### config.mk
export PLATFORM = sky130hd
export DESIGN_NAME = mbe_front
export DESIGN_NICKNAME = d
export VERILOG_FILES = /design/src/rtl/core/mbe_pkg.sv /design/src/rtl/core/mbe_front.sv
export SDC_FILE = /design/constraint.sdc
export NUM_CORES = 1
export LEC_CHECK = 0
export ABC_CLOCK_PERIOD_IN_PS = 5100
export BUFFER_PORTS_ARGS = -buffer_cell sky130_fd_sc_hd__buf_4
export CAP_MARGIN = 10
export CORE_MARGIN = 2
export CORE_UTILIZATION = 50
export CTS_CLUSTER_DIAMETER = 80
export DETAILED_ROUTE_END_ITERATION = 12
export PLACE_DENSITY = 0.81
export SLEW_MARGIN = 20
export SYNTH_ARGS = -nofsm -noshare
export SYNTH_HDL_FRONTEND = slang
export SYNTH_SLANG_ARGS = --single-unit
### constraint.sdc
create_clock -name clk -period 5.1 [get_ports clk]
set_input_delay 1.02 -clock clk [delete_from_list [all_inputs] [get_ports clk]]
set_output_delay 1.02 -clock clk [all_outputs]
set_load 0.01 [all_outputs]
### src/rtl/core/mbe_pkg.sv
// mbe_pkg: shared constants and types of the mandelbrot escape-time block
// no dependencies; used by mbe_front, mbe_engine, mandelbrot_escape_time and the testbench
`timescale 1ns / 1ps

package mbe_pkg;

	localparam int COORD_WIDTH_DEF = 32;
	localparam int FRAC_BITS_DEF   = 28;

	// iteration counter and limit register
	localparam int          CNT_W       = 16;
	localparam logic [15:0] LIMIT_RESET = 16'd1000;

	// point queue between front and engine, power of two
	localparam int QUEUE_DEPTH = 2;

	// escape radius squared, applied as a shift of the threshold
	localparam int RADIUS_SQ_LOG2 = 2;

	typedef enum logic [1:0] {
		ST_IDLE,
		ST_MUL,
		ST_ADD,
		ST_DONE
	} eng_state_t;

endpackage

### src/rtl/core/mbe_front.sv
// mbe_front: input side; holds the limit register and queues accepted points
// depends on mbe_pkg
`timescale 1ns / 1ps

module mbe_front #(
	parameter int COORD_WIDTH = mbe_pkg::COORD_WIDTH_DEF
) (
	input  logic                                  clk,
	input  logic                                  arst_n,
	input  logic                                  cfg_we,
	input  logic [mbe_pkg::CNT_W-1:0]             cfg_wdata,
	input  logic                                  in_valid,
	output logic                                  in_stall,
	input  logic signed [COORD_WIDTH-1:0]         c_real,
	input  logic signed [COORD_WIDTH-1:0]         c_imag,
	input  logic                                  q_take,
	output logic                                  q_valid,
	output logic [COORD_WIDTH-1:0]                q_real,
	output logic [COORD_WIDTH-1:0]                q_imag,
	output logic [mbe_pkg::CNT_W-1:0]             q_limit
);

	localparam int DEPTH = mbe_pkg::QUEUE_DEPTH;
	localparam int PTR_W = $clog2(DEPTH);
	localparam int FILL_W = $clog2(DEPTH + 1);

	logic [mbe_pkg::CNT_W-1:0] limit_q;
	logic [mbe_pkg::CNT_W-1:0] limit_eff;
	logic [COORD_WIDTH-1:0]    real_q [DEPTH];
	logic [COORD_WIDTH-1:0]    imag_q [DEPTH];
	logic [mbe_pkg::CNT_W-1:0] lim_q  [DEPTH];
	logic [PTR_W-1:0]          wr_ptr_q;
	logic [PTR_W-1:0]          rd_ptr_q;
	logic [FILL_W-1:0]         fill_q;
	logic                      push;
	logic                      pop;

	always_ff @(posedge clk or negedge arst_n) begin
		if (!arst_n) begin
			limit_q <= mbe_pkg::LIMIT_RESET;
		end else if (cfg_we) begin
			limit_q <= cfg_wdata;
		end
	end

	// a zero limit runs one iteration
	assign limit_eff = (limit_q == '0) ? mbe_pkg::CNT_W'(1) : limit_q;

	assign in_stall = (fill_q == FILL_W'(DEPTH));
	assign push     = in_valid && !in_stall;
	assign q_valid  = (fill_q != '0);
	assign pop      = q_take && q_valid;

	always_ff @(posedge clk) begin
		if (push) begin
			real_q[wr_ptr_q] <= c_real;
			imag_q[wr_ptr_q] <= c_imag;
			lim_q[wr_ptr_q]  <= limit_eff;
		end
	end

	always_ff @(posedge clk or negedge arst_n) begin
		if (!arst_n) begin
			wr_ptr_q <= '0;
			rd_ptr_q <= '0;
			fill_q   <= '0;
		end else begin
			if (push) begin
				wr_ptr_q <= wr_ptr_q + PTR_W'(1);
			end
			if (pop) begin
				rd_ptr_q <= rd_ptr_q + PTR_W'(1);
			end
			if (push && !pop) begin
				fill_q <= fill_q + FILL_W'(1);
			end else if (pop && !push) begin
				fill_q <= fill_q - FILL_W'(1);
			end
		end
	end

	assign q_real  = real_q[rd_ptr_q];
	assign q_imag  = imag_q[rd_ptr_q];
	assign q_limit = lim_q[rd_ptr_q];

endmodule

==> Yosys cells after proc, flatten, opt, wreduce, memory -nomap -nowiden <==
Memory sizes are Yosys's and may differ from the RTL's.
Index checks and enable logic that the tools add are counted.
{ "op_classes": {"reduce_logical": 10, "add_sub_neg": 4, "n_eq_ne": 1, "muxes": 5} }
{ "op_table": {"columns": ["operator", "count"], "rows": [
  ["$logic_not 16->1", 1],
  ["$mux 16", 1],
  ["$logic_and 1x1->1", 4],
  ["$mux 2", 2],
  ["$reduce_bool 2->1", 2],
  ["$logic_not 1->1", 3],
  ["$add 1x1->1 const B", 2],
  ["$add 2x1->2 const B", 1],
  ["$eq 2x2->1 const B", 1],
  ["$mux 1", 2],
  ["$sub 2x1->2 const B", 1]
]} }
{ "totals": {"mem_bits_rw": 160, "memories": 3, "output_inout_bits": 82, "elab_cells": 27, "register_bits": 20} }
{ "memory_table": {"columns": ["memory", "depth", "word_bits", "rd", "rd_clocked_by_memory_dff", "write_ports", "line_no", "source"], "rows": [
  ["imag_q", 2, 32, 1, 0, 1, "mbe_front.sv:30", "logic [COORD_WIDTH-1:0] imag_q [DEPTH];"],
  ["real_q", 2, 32, 1, 0, 1, "mbe_front.sv:29", "logic [COORD_WIDTH-1:0] real_q [DEPTH];"],
  ["lim_q", 2, 16, 1, 0, 1, "mbe_front.sv:31", "logic [mbe_pkg::CNT_W-1:0] lim_q [DEPTH];"]
]} }

==> Longest topological paths before layout <==
Gate-level depths: netlist of the first run.
{ "depth": {"ltp_word": 7, "depth_mapped": 7} }

==> Worst setup path before layout of the first run <==
OpenSTA, ideal clock, no wires.
{ "synth_path": {"kind": "input to register", "from": "in in_valid", "to": "mem imag_q[0][0] (netlist bit) (enable)", "path_stages": 2, "required_ps": 4581, "path_slack_ps": 136, "t_arrival_ps": 4445, "n_path_buf": 0, "cell_sequence": "nand2_1 nor2_1"} }
{ "synth_between": {"elab_chain_len": 3} }
{ "synth_lines": {"columns": ["item", "line_no", "source"], "rows": [
  ["start: declaration", "mbe_front.sv:12", "input logic in_valid,"],
  ["$logic_and 1x1->1", "mbe_front.sv:50", "assign push = in_valid && !in_stall;"],
  ["$mux 1", "mbe_front.sv:55", "if (push) begin"],
  ["$mux 1 (not written as such)", "mbe_front.sv:57", "imag_q[wr_ptr_q] <= c_imag;"],
  ["end: declaration", "mbe_front.sv:30", null]
]} }
Every way passes these cells.

==> Final worst setup path of the first run <==
{ "layout_path": {"from": "reg rd_ptr_q", "to": "out q_real[11]"} }
{ "layout_between": {"elab_chain_len": 1} }
{ "layout_lines": {"columns": ["item", "line_no", "source"], "rows": [
  ["start: declaration", "mbe_front.sv:33", "logic [PTR_W-1:0] rd_ptr_q;"],
  ["start signal: assignment", "mbe_front.sv:72", "rd_ptr_q <= rd_ptr_q + PTR_W'(1);"],
  ["$mem_v2 2x32", null, null],
  ["end: declaration", "mbe_front.sv:18", "output logic [COORD_WIDTH-1:0] q_real,"]
]} }
Every way passes these cells.

==> impl_metrics.sql, run 1 <==
INSERT INTO impl_metrics (metric_group, metric, value, unit) VALUES
('outcome', 'result_of_the_run', 'complete, no violations', ''),
('flow_run', 'maxCapViolations', '0', ''),
('clocking', 'clock_sinks', '180', ''),
('floorplanning', 'ios', '167', ''),
('setup_path', 'cp_cell_sequence', 'buf_4 -> mux2_4 -> buf_4', ''),
('place', 'dp_cells', '645', ''),
('global_routing', 'antenna_violations_before_repair', '0', ''),
('hold_path', 'kind_of_path_behind_the_tightest_hold_check', 'input port to async pin', ''),
('setup_path', 'cp-end-kind', 'output port', ''),
('logic_synthesis', 'syn_area', '7070', 'um2'),
('route', 'drt-pass1-iter-count', '6', ''),
('clocking', 'post_cts_gate_resize_count', '0', ''),
('global_routing', 'grt_max_degree', '81', ''),
('logic_synthesis', 'syn_area_per_cell', '22.0', 'um2'),
('setup_path', 'critical_path.slowest_cell', 'dfrtp_4', ''),
('setup_path', 'ff2ff_setup_slack', '3.21', 'ns'),
('route', 'route.top_layer_used', 'met4', ''),
('floorplanning', 'chipWidth', '123', 'um'),
('setup_path', 'rr_worst_depth', '4', ''),
('floorplanning', 'dieHeight', '123', 'um'),
('timing', 'finalClockSkew', '0.00694', 'ns'),
('route', 'dr_total_vias', '3392', ''),
('clocking', 'cts_tree', 'built', ''),
('clocking', 'clkLatencyLatePin', '0.41', 'ns'),
('logic_synthesis', 'synthTopCellsByCount', '160 x edfxtp_1, 79 x mux2_4, 17 x mux2_2, 15 x clkbuf_1, 14 x dfrtp_1', ''),
('place', 'place_worst_setup_slack', '2.12', 'ns'),
('timing', 'achievable-frequency', '293', 'MHz'),
('floorplanning', 'floorplan.initialDensity', '51.2', '%'),
('logic_synthesis', 'synth_enable_flop_cells', '160', ''),
('timing', 'setup_viol', '0', ''),
('route', 'post_drt_wl_per_cell', '18.4', 'um'),
('clocking', 'path_clk_slew', '0.06', 'ns'),
('global_routing', 'grt.overflow.total', '0', ''),
('place', 'port_buffers', '166', ''),
('cells_and_area', 'antenna_cells_inserted', '0', ''),
('logic_synthesis', 'ys_ff_latch', '180', ''),
('timing', 'drv_slew', '0', ''),
('floorplanning', 'floorplan_core_area', '13800', 'um2'),
('power', 'power.ir.vdd_worst', '0.651', 'mV'),
('clocking', 'cts-buffers-inserted', '17', ''),
('cells_and_area', 'filler_cell_count', '970', ''),
('global_routing', 'track_usage', '16.7', '%'),
('timing', 'rsz0062_at_grt', 'no', ''),
('logic_synthesis', 'yosysSeqAreaShare', '75.1', '%'),
('timing', 'worst_slew_margin_rel', '47.4', '%'),
('cells_and_area', 'final_net_count', '571', ''),
('route', 'final_antenna_net_count', '0', ''),
('logic_synthesis', 'synth.area.top_cells', 'edfxtp_1 68%, mux2_4 17%, dfrtp_1 5.0%', ''),
('floorplanning', 'placement_rows', '43', ''),
('route', 'viasPerCell', '5.00', ''),
('timing', 'hold_viol_final', '0', ''),
('route', 'detail_route.wirelength', '12500', 'um'),
('place', 'gpl.final_weighted_congestion', '0.785', ''),
('route', 'dr_wl_met3', '829', 'um'),
('cells_and_area', 'postLayoutCellArea', '8960', 'um2'),
('clocking', 'cts_hold_fix_bufs', '0', ''),
('cells_and_area', 'final_cell_count_no_fill', '678', ''),
('timing', 'layout_min_cycle_time', '3.41', 'ns'),
('setup_path', 'critical_path_at', '2.39', 'ns'),
('setup_path', 'source_of_the_critical_timing_path', 'rd_ptr_q', ''),
('logic_synthesis', 'synth_area_leader_cell', 'edfxtp_1', ''),
('route', 'drt_iter0_markers', '286', ''),
('timing', 'tightestPinTransition', '0.788', 'ns'),
('power', 'power.static_leakage', '3.61', 'nW'),
('setup_path', 'worstPathMaxFanout', '41', ''),
('clocking', 'post-cts-setup-buffers', '0', ''),
('clocking', 'clock_path_buffers', '2', ''),
('logic_synthesis', 'synthesis.instances', '322', ''),
('clocking', 'cts_max_level', '4', ''),
('power', 'power_density', '568', 'nW/um2'),
('route', 'detail_route.wirelength.met1', '4890', 'um');
[power breakdown]
part	switching (mW)	total [mW]	internal (mW)
combinational	0.675	1.61	0.934
clock	0.517	1.29	0.768
sequential	0.195	2.19	2.00
total	1.39	5.09	3.70
[metrics by stage]
step / util (%) / hold slack (ns) / total power [mW]
after global placement: 60.3 / 0.472 / 3.79
after CTS: 64.5 / 0.471 / 5.13
after detailed placement: 60.3 / 0.487 / 3.84
final: 64.8 / 0.482 / 5.09
after global routing: 64.8 / 0.478 / 5.31
after floorplan: - / 0.456 / 3.30
[per-layer routing]
metal / vias to the layer above / GRT usage (%)
met5: - / 0
met4: 0 / 7.04
met3: 22 / 4.94
met2: 124 / 27.8
met1: 1687 / 20.2
li1: 1559 / -
[state kept, by name, summed over array words and instances (netlist names)]
signal	count
fill_q	2
imag_q	64
lim_q	32
limit_q	16
rd_ptr_q	1
real_q	64
wr_ptr_q	1
[critical path: cells and delay by family (launching register included)]
kind,cells,cell delay [ns]
buffers and inverters,2,0.65
muxes,1,0.35
DFF,1,0.94
[layout by cell type, fill, tap and decap left out, types with 2 or more instances in the layout]
cell type and n:
mux2_4 79, clkinv_4 2, xor2_1 2, dfrtp_1 13, nor4_1 3, dfstp_2 6
xnor2_1 3, clkinv_2 6, bufinv_16 3, buf_4 168, inv_1 2, clkbuf_16 17
clkinvlp_4 2, mux2_2 17, edfxtp_1 160
[logic make-up (layout without fill, tap and decap cells)]
group           count (synthesis)  in the layout  synth area share (%)
flops                         180            180                  75.1
mux                            96             96                  19.5
buf+inv                        28            204                  3.64
simple gates                   11             11                 0.849
xor+xnor                        5              5                 0.619
fa+ha+maj                       1              1                 0.177
compound gates                  1              1                 0.141
[worst max-delay path by stage]
stage                   endpoint  slack (ns)  depth (start not counted)
finish                q_real[11]        1.69                          3
global placement      q_real[16]        2.17                          3
global route          q_real[11]        1.59                          3
CTS                   q_real[11]        1.66                          3
floorplan           imag_q[0][0]        0.14                          2
detailed placement    q_real[17]        2.12                          3
[layout make-up]
class,count,area (um2),area share [%]
Tap cell,180,225,2.51
Inverter,2,7.51,0.0838
Multi-Input combinational cell,114,1520,16.9
Clock buffer,18,429,4.79
Clock inverter,14,161,1.80
Timing Repair Buffer,170,1300,14.5
Sequential cell,180,5320,59.4
Power figures use the tool's default switching activity.
==> run 2, diff against run 1 <==
Settings changed: ABC_CLOCK_PERIOD_IN_PS 5100 to 3000, CORE_UTILIZATION 50 to 48.
Clock period 5.1 ns to 3 ns, I/O delays scaled along.
==> run 2 against run 1 <==
Net effect: critical path depth unchanged; clock skew rose by 0.0041 ns; die area is 4.0% higher; routed wire length shrank 7.3%; sequential power grew 63%; utilization fell by 2.5 points; first-iteration DRC count down 50%; combinational power is 80% higher; sequential cell count stayed put; critical path type unchanged.
==> impl_metrics.sql, run 2 (synthesis results as in run 1) <==
INSERT INTO impl_metrics (metric_group, metric, value, unit) VALUES
('route', 'drc', '0', ''),
('setup_path', 'timing.setup.critical_path_class', 'register to output port', ''),
('place', 'port_buffers', '166', ''),
('global_routing', 'grt_pass1_vias', '3443', ''),
('global_routing', 'grt_pass1_wl', '17500', 'um'),
('clocking', 'post_cts_gate_resize_count', '0', ''),
('timing', 'tightestPinTransition', '0.512', 'ns'),
('place', 'gpl.final_weighted_congestion', '0.722', ''),
('power', 'total_power', '8.73', 'mW'),
('power', 'power.ir.vdd_worst', '0.796', 'mV'),
('timing', 'layout_worst_path_cycle_share', '79.9', '%'),
('route', 'post_drt_wl_per_cell', '17.0', 'um'),
('cells_and_area', 'antenna_cells_inserted', '0', ''),
('setup_path', 'critical_path.startpoint_type', 'register', ''),
('place', 'place_hpwl', '7910', 'um'),
('timing', 'layout_min_cycle_time', '2.40', 'ns'),
('clocking', 'clock_path_buffers', '2', ''),
('timing', 'worst_slew_margin_rel', '65.9', '%'),
('timing', 'setup_viol', '0', ''),
('timing', 'rsz0062_at_grt', 'no', ''),
('clocking', 'clkLatencyLatePin', '0.42', 'ns'),
('cells_and_area', 'commonest_cells_after_routing_fill_and_taps_aside', '168 x buf_4, 160 x edfxtp_1, 79 x mux2_4', ''),
('clocking', 'cts-buffers-inserted', '17', ''),
('setup_path', 'worstPathMaxFanout', '56', ''),
('cells_and_area', 'postLayoutCellArea', '9020', 'um2'),
('floorplanning', 'floorplan_core_area', '14500', 'um2'),
('timing', 'hold_viol_final', '0', ''),
('setup_path', 'cp.required', '2.40', 'ns'),
('timing', 'finalClockSkew', '0.0111', 'ns'),
('clocking', 'cts_hold_fix_bufs', '0', ''),
('floorplanning', 'floorplan.initialDensity', '48.9', '%'),
('clocking', 'path_clk_slew', '0.07', 'ns'),
('cells_and_area', 'final_net_count', '572', ''),
('global_routing', 'track_usage', '14.8', '%'),
('setup_path', 'critical_path_at', '1.80', 'ns'),
('power', 'power.static_leakage', '3.63', 'nW'),
('cells_and_area', 'drive_above_1_share', '61.9', '%'),
('power', 'power_density', '968', 'nW/um2'),
('cells_and_area', 'final_cell_count_no_fill', '683', ''),
('clocking', 'cts_max_level', '4', ''),
('cells_and_area', 'layout.cells.most_common', 'buf_4', ''),
('floorplanning', 'placement_rows', '44', ''),
('route', 'drt-pass1-iter-count', '4', ''),
('clocking', 'cts_root_buffer', 'clkbuf_16', ''),
('cells_and_area', 'final_core_util', '62.3', '%'),
('clocking', 'clock_sinks', '180', ''),
('outcome', 'result_of_the_run', 'complete, no violations', ''),
('route', 'viasPerCell', '4.95', ''),
('timing', 'tns', '0', 'ns'),
('global_routing', 'grt_max_degree', '81', ''),
('route', 'detail_route.wirelength', '11600', 'um'),
('floorplanning', 'dieHeight', '125', 'um'),
('global_routing', 'antenna_violations_before_repair', '0', ''),
('route', 'final_antenna_net_count', '0', ''),
('setup_path', 'cp-end-kind', 'output port', ''),
('place', 'place_area', '8390', 'um2'),
('route', 'dr_total_vias', '3378', ''),
('clocking', 'cts_tree', 'built', ''),
('timing', 'achievable-frequency', '417', 'MHz'),
('flow_run', 'maxCapViolations', '0', ''),
('global_routing', 'grt.overflow.total', '0', ''),
('route', 'drt_iter0_markers', '142', ''),
('hold_path', 'kind_of_path_behind_the_tightest_hold_check', 'input port to async pin', ''),
('clocking', 'post-cts-setup-buffers', '0', ''),
('floorplanning', 'die_area', '15700', 'um2'),
('floorplanning', 'chipWidth', '125', 'um'),
('cells_and_area', 'largestRegisters', 'imag_q x64, real_q x64, lim_q x32', ''),
('cells_and_area', 'flow.area_growth_from_synthesis', '27.5', '%'),
('place', 'dp_cells', '651', ''),
('floorplanning', 'ios', '167', ''),
('timing', 'drv_slew', '0', '');
## run 2: cell types whose count changed in the layout (fill, tap and decap cells not counted), sizes merged
cell,before,now
buf,170,171
clkbuf,18,19
clkinv,8,5
inv,3,5
## run 2: cell type report
type                       count  area (um2)
clock buffer                  19         453
clock inverter                13         173
fill                        1021        5460
inverter                       2        7.51
multi-input combinational    114        1520
sequential                   180        5320
tap                          184         230
timing repair buffer         171        1320
## run 2: power by group
part | total (mW) | switching [mW] | internal (mW)
Sequential | 3.57 | 0.175 | 3.39
Clock | 2.27 | 0.902 | 1.37
Combinational | 2.89 | 1.28 | 1.61
Total | 8.73 | 2.36 | 6.37
## run 2: stage by stage
stage          hold WS, ns  worst slack (ns)
2_1_floorplan        0.304            0.0373
3_3_place_gp         0.470              1.07
3_5_place_dp         0.484              1.06
4_1_cts             0.0284             0.599
5_1_grt             0.0404             0.549
6_report            0.0437             0.603
## run 2: final timing paths
check	start	to	slack [ns]	depth (start not counted)
max in group asynchronous	arst_n	limit_q[9]	2.69	1
min in group clk	c_real[0]	real_q[0][0]	0.36	1
min	arst_n	fill_q[1]	0.04	1
max	rd_ptr_q	q_real[9]	0.60	3
min reg2reg	fill_q[1]	fill_q[1]	0.50	1
max reg2reg	fill_q[0]	imag_q[1][30]	1.18	3
## run 2: layer usage
layer	up-vias	share of wire, %	track usage [%]	routed length [um]
met2	107	52	25.2	6040
met5	-	0	0	0
met3	17	5.1	4.24	593
met4	0	1.8	7.19	211
li1	1555	-	-	-
met1	1699	41	17.3	4750
## run 2: critical path, stage by stage, from the launching register on
cell and delay [ns]:
dfrtp_4 0.42, buf_12 0.31, mux2_2 0.40, buf_4 0.14
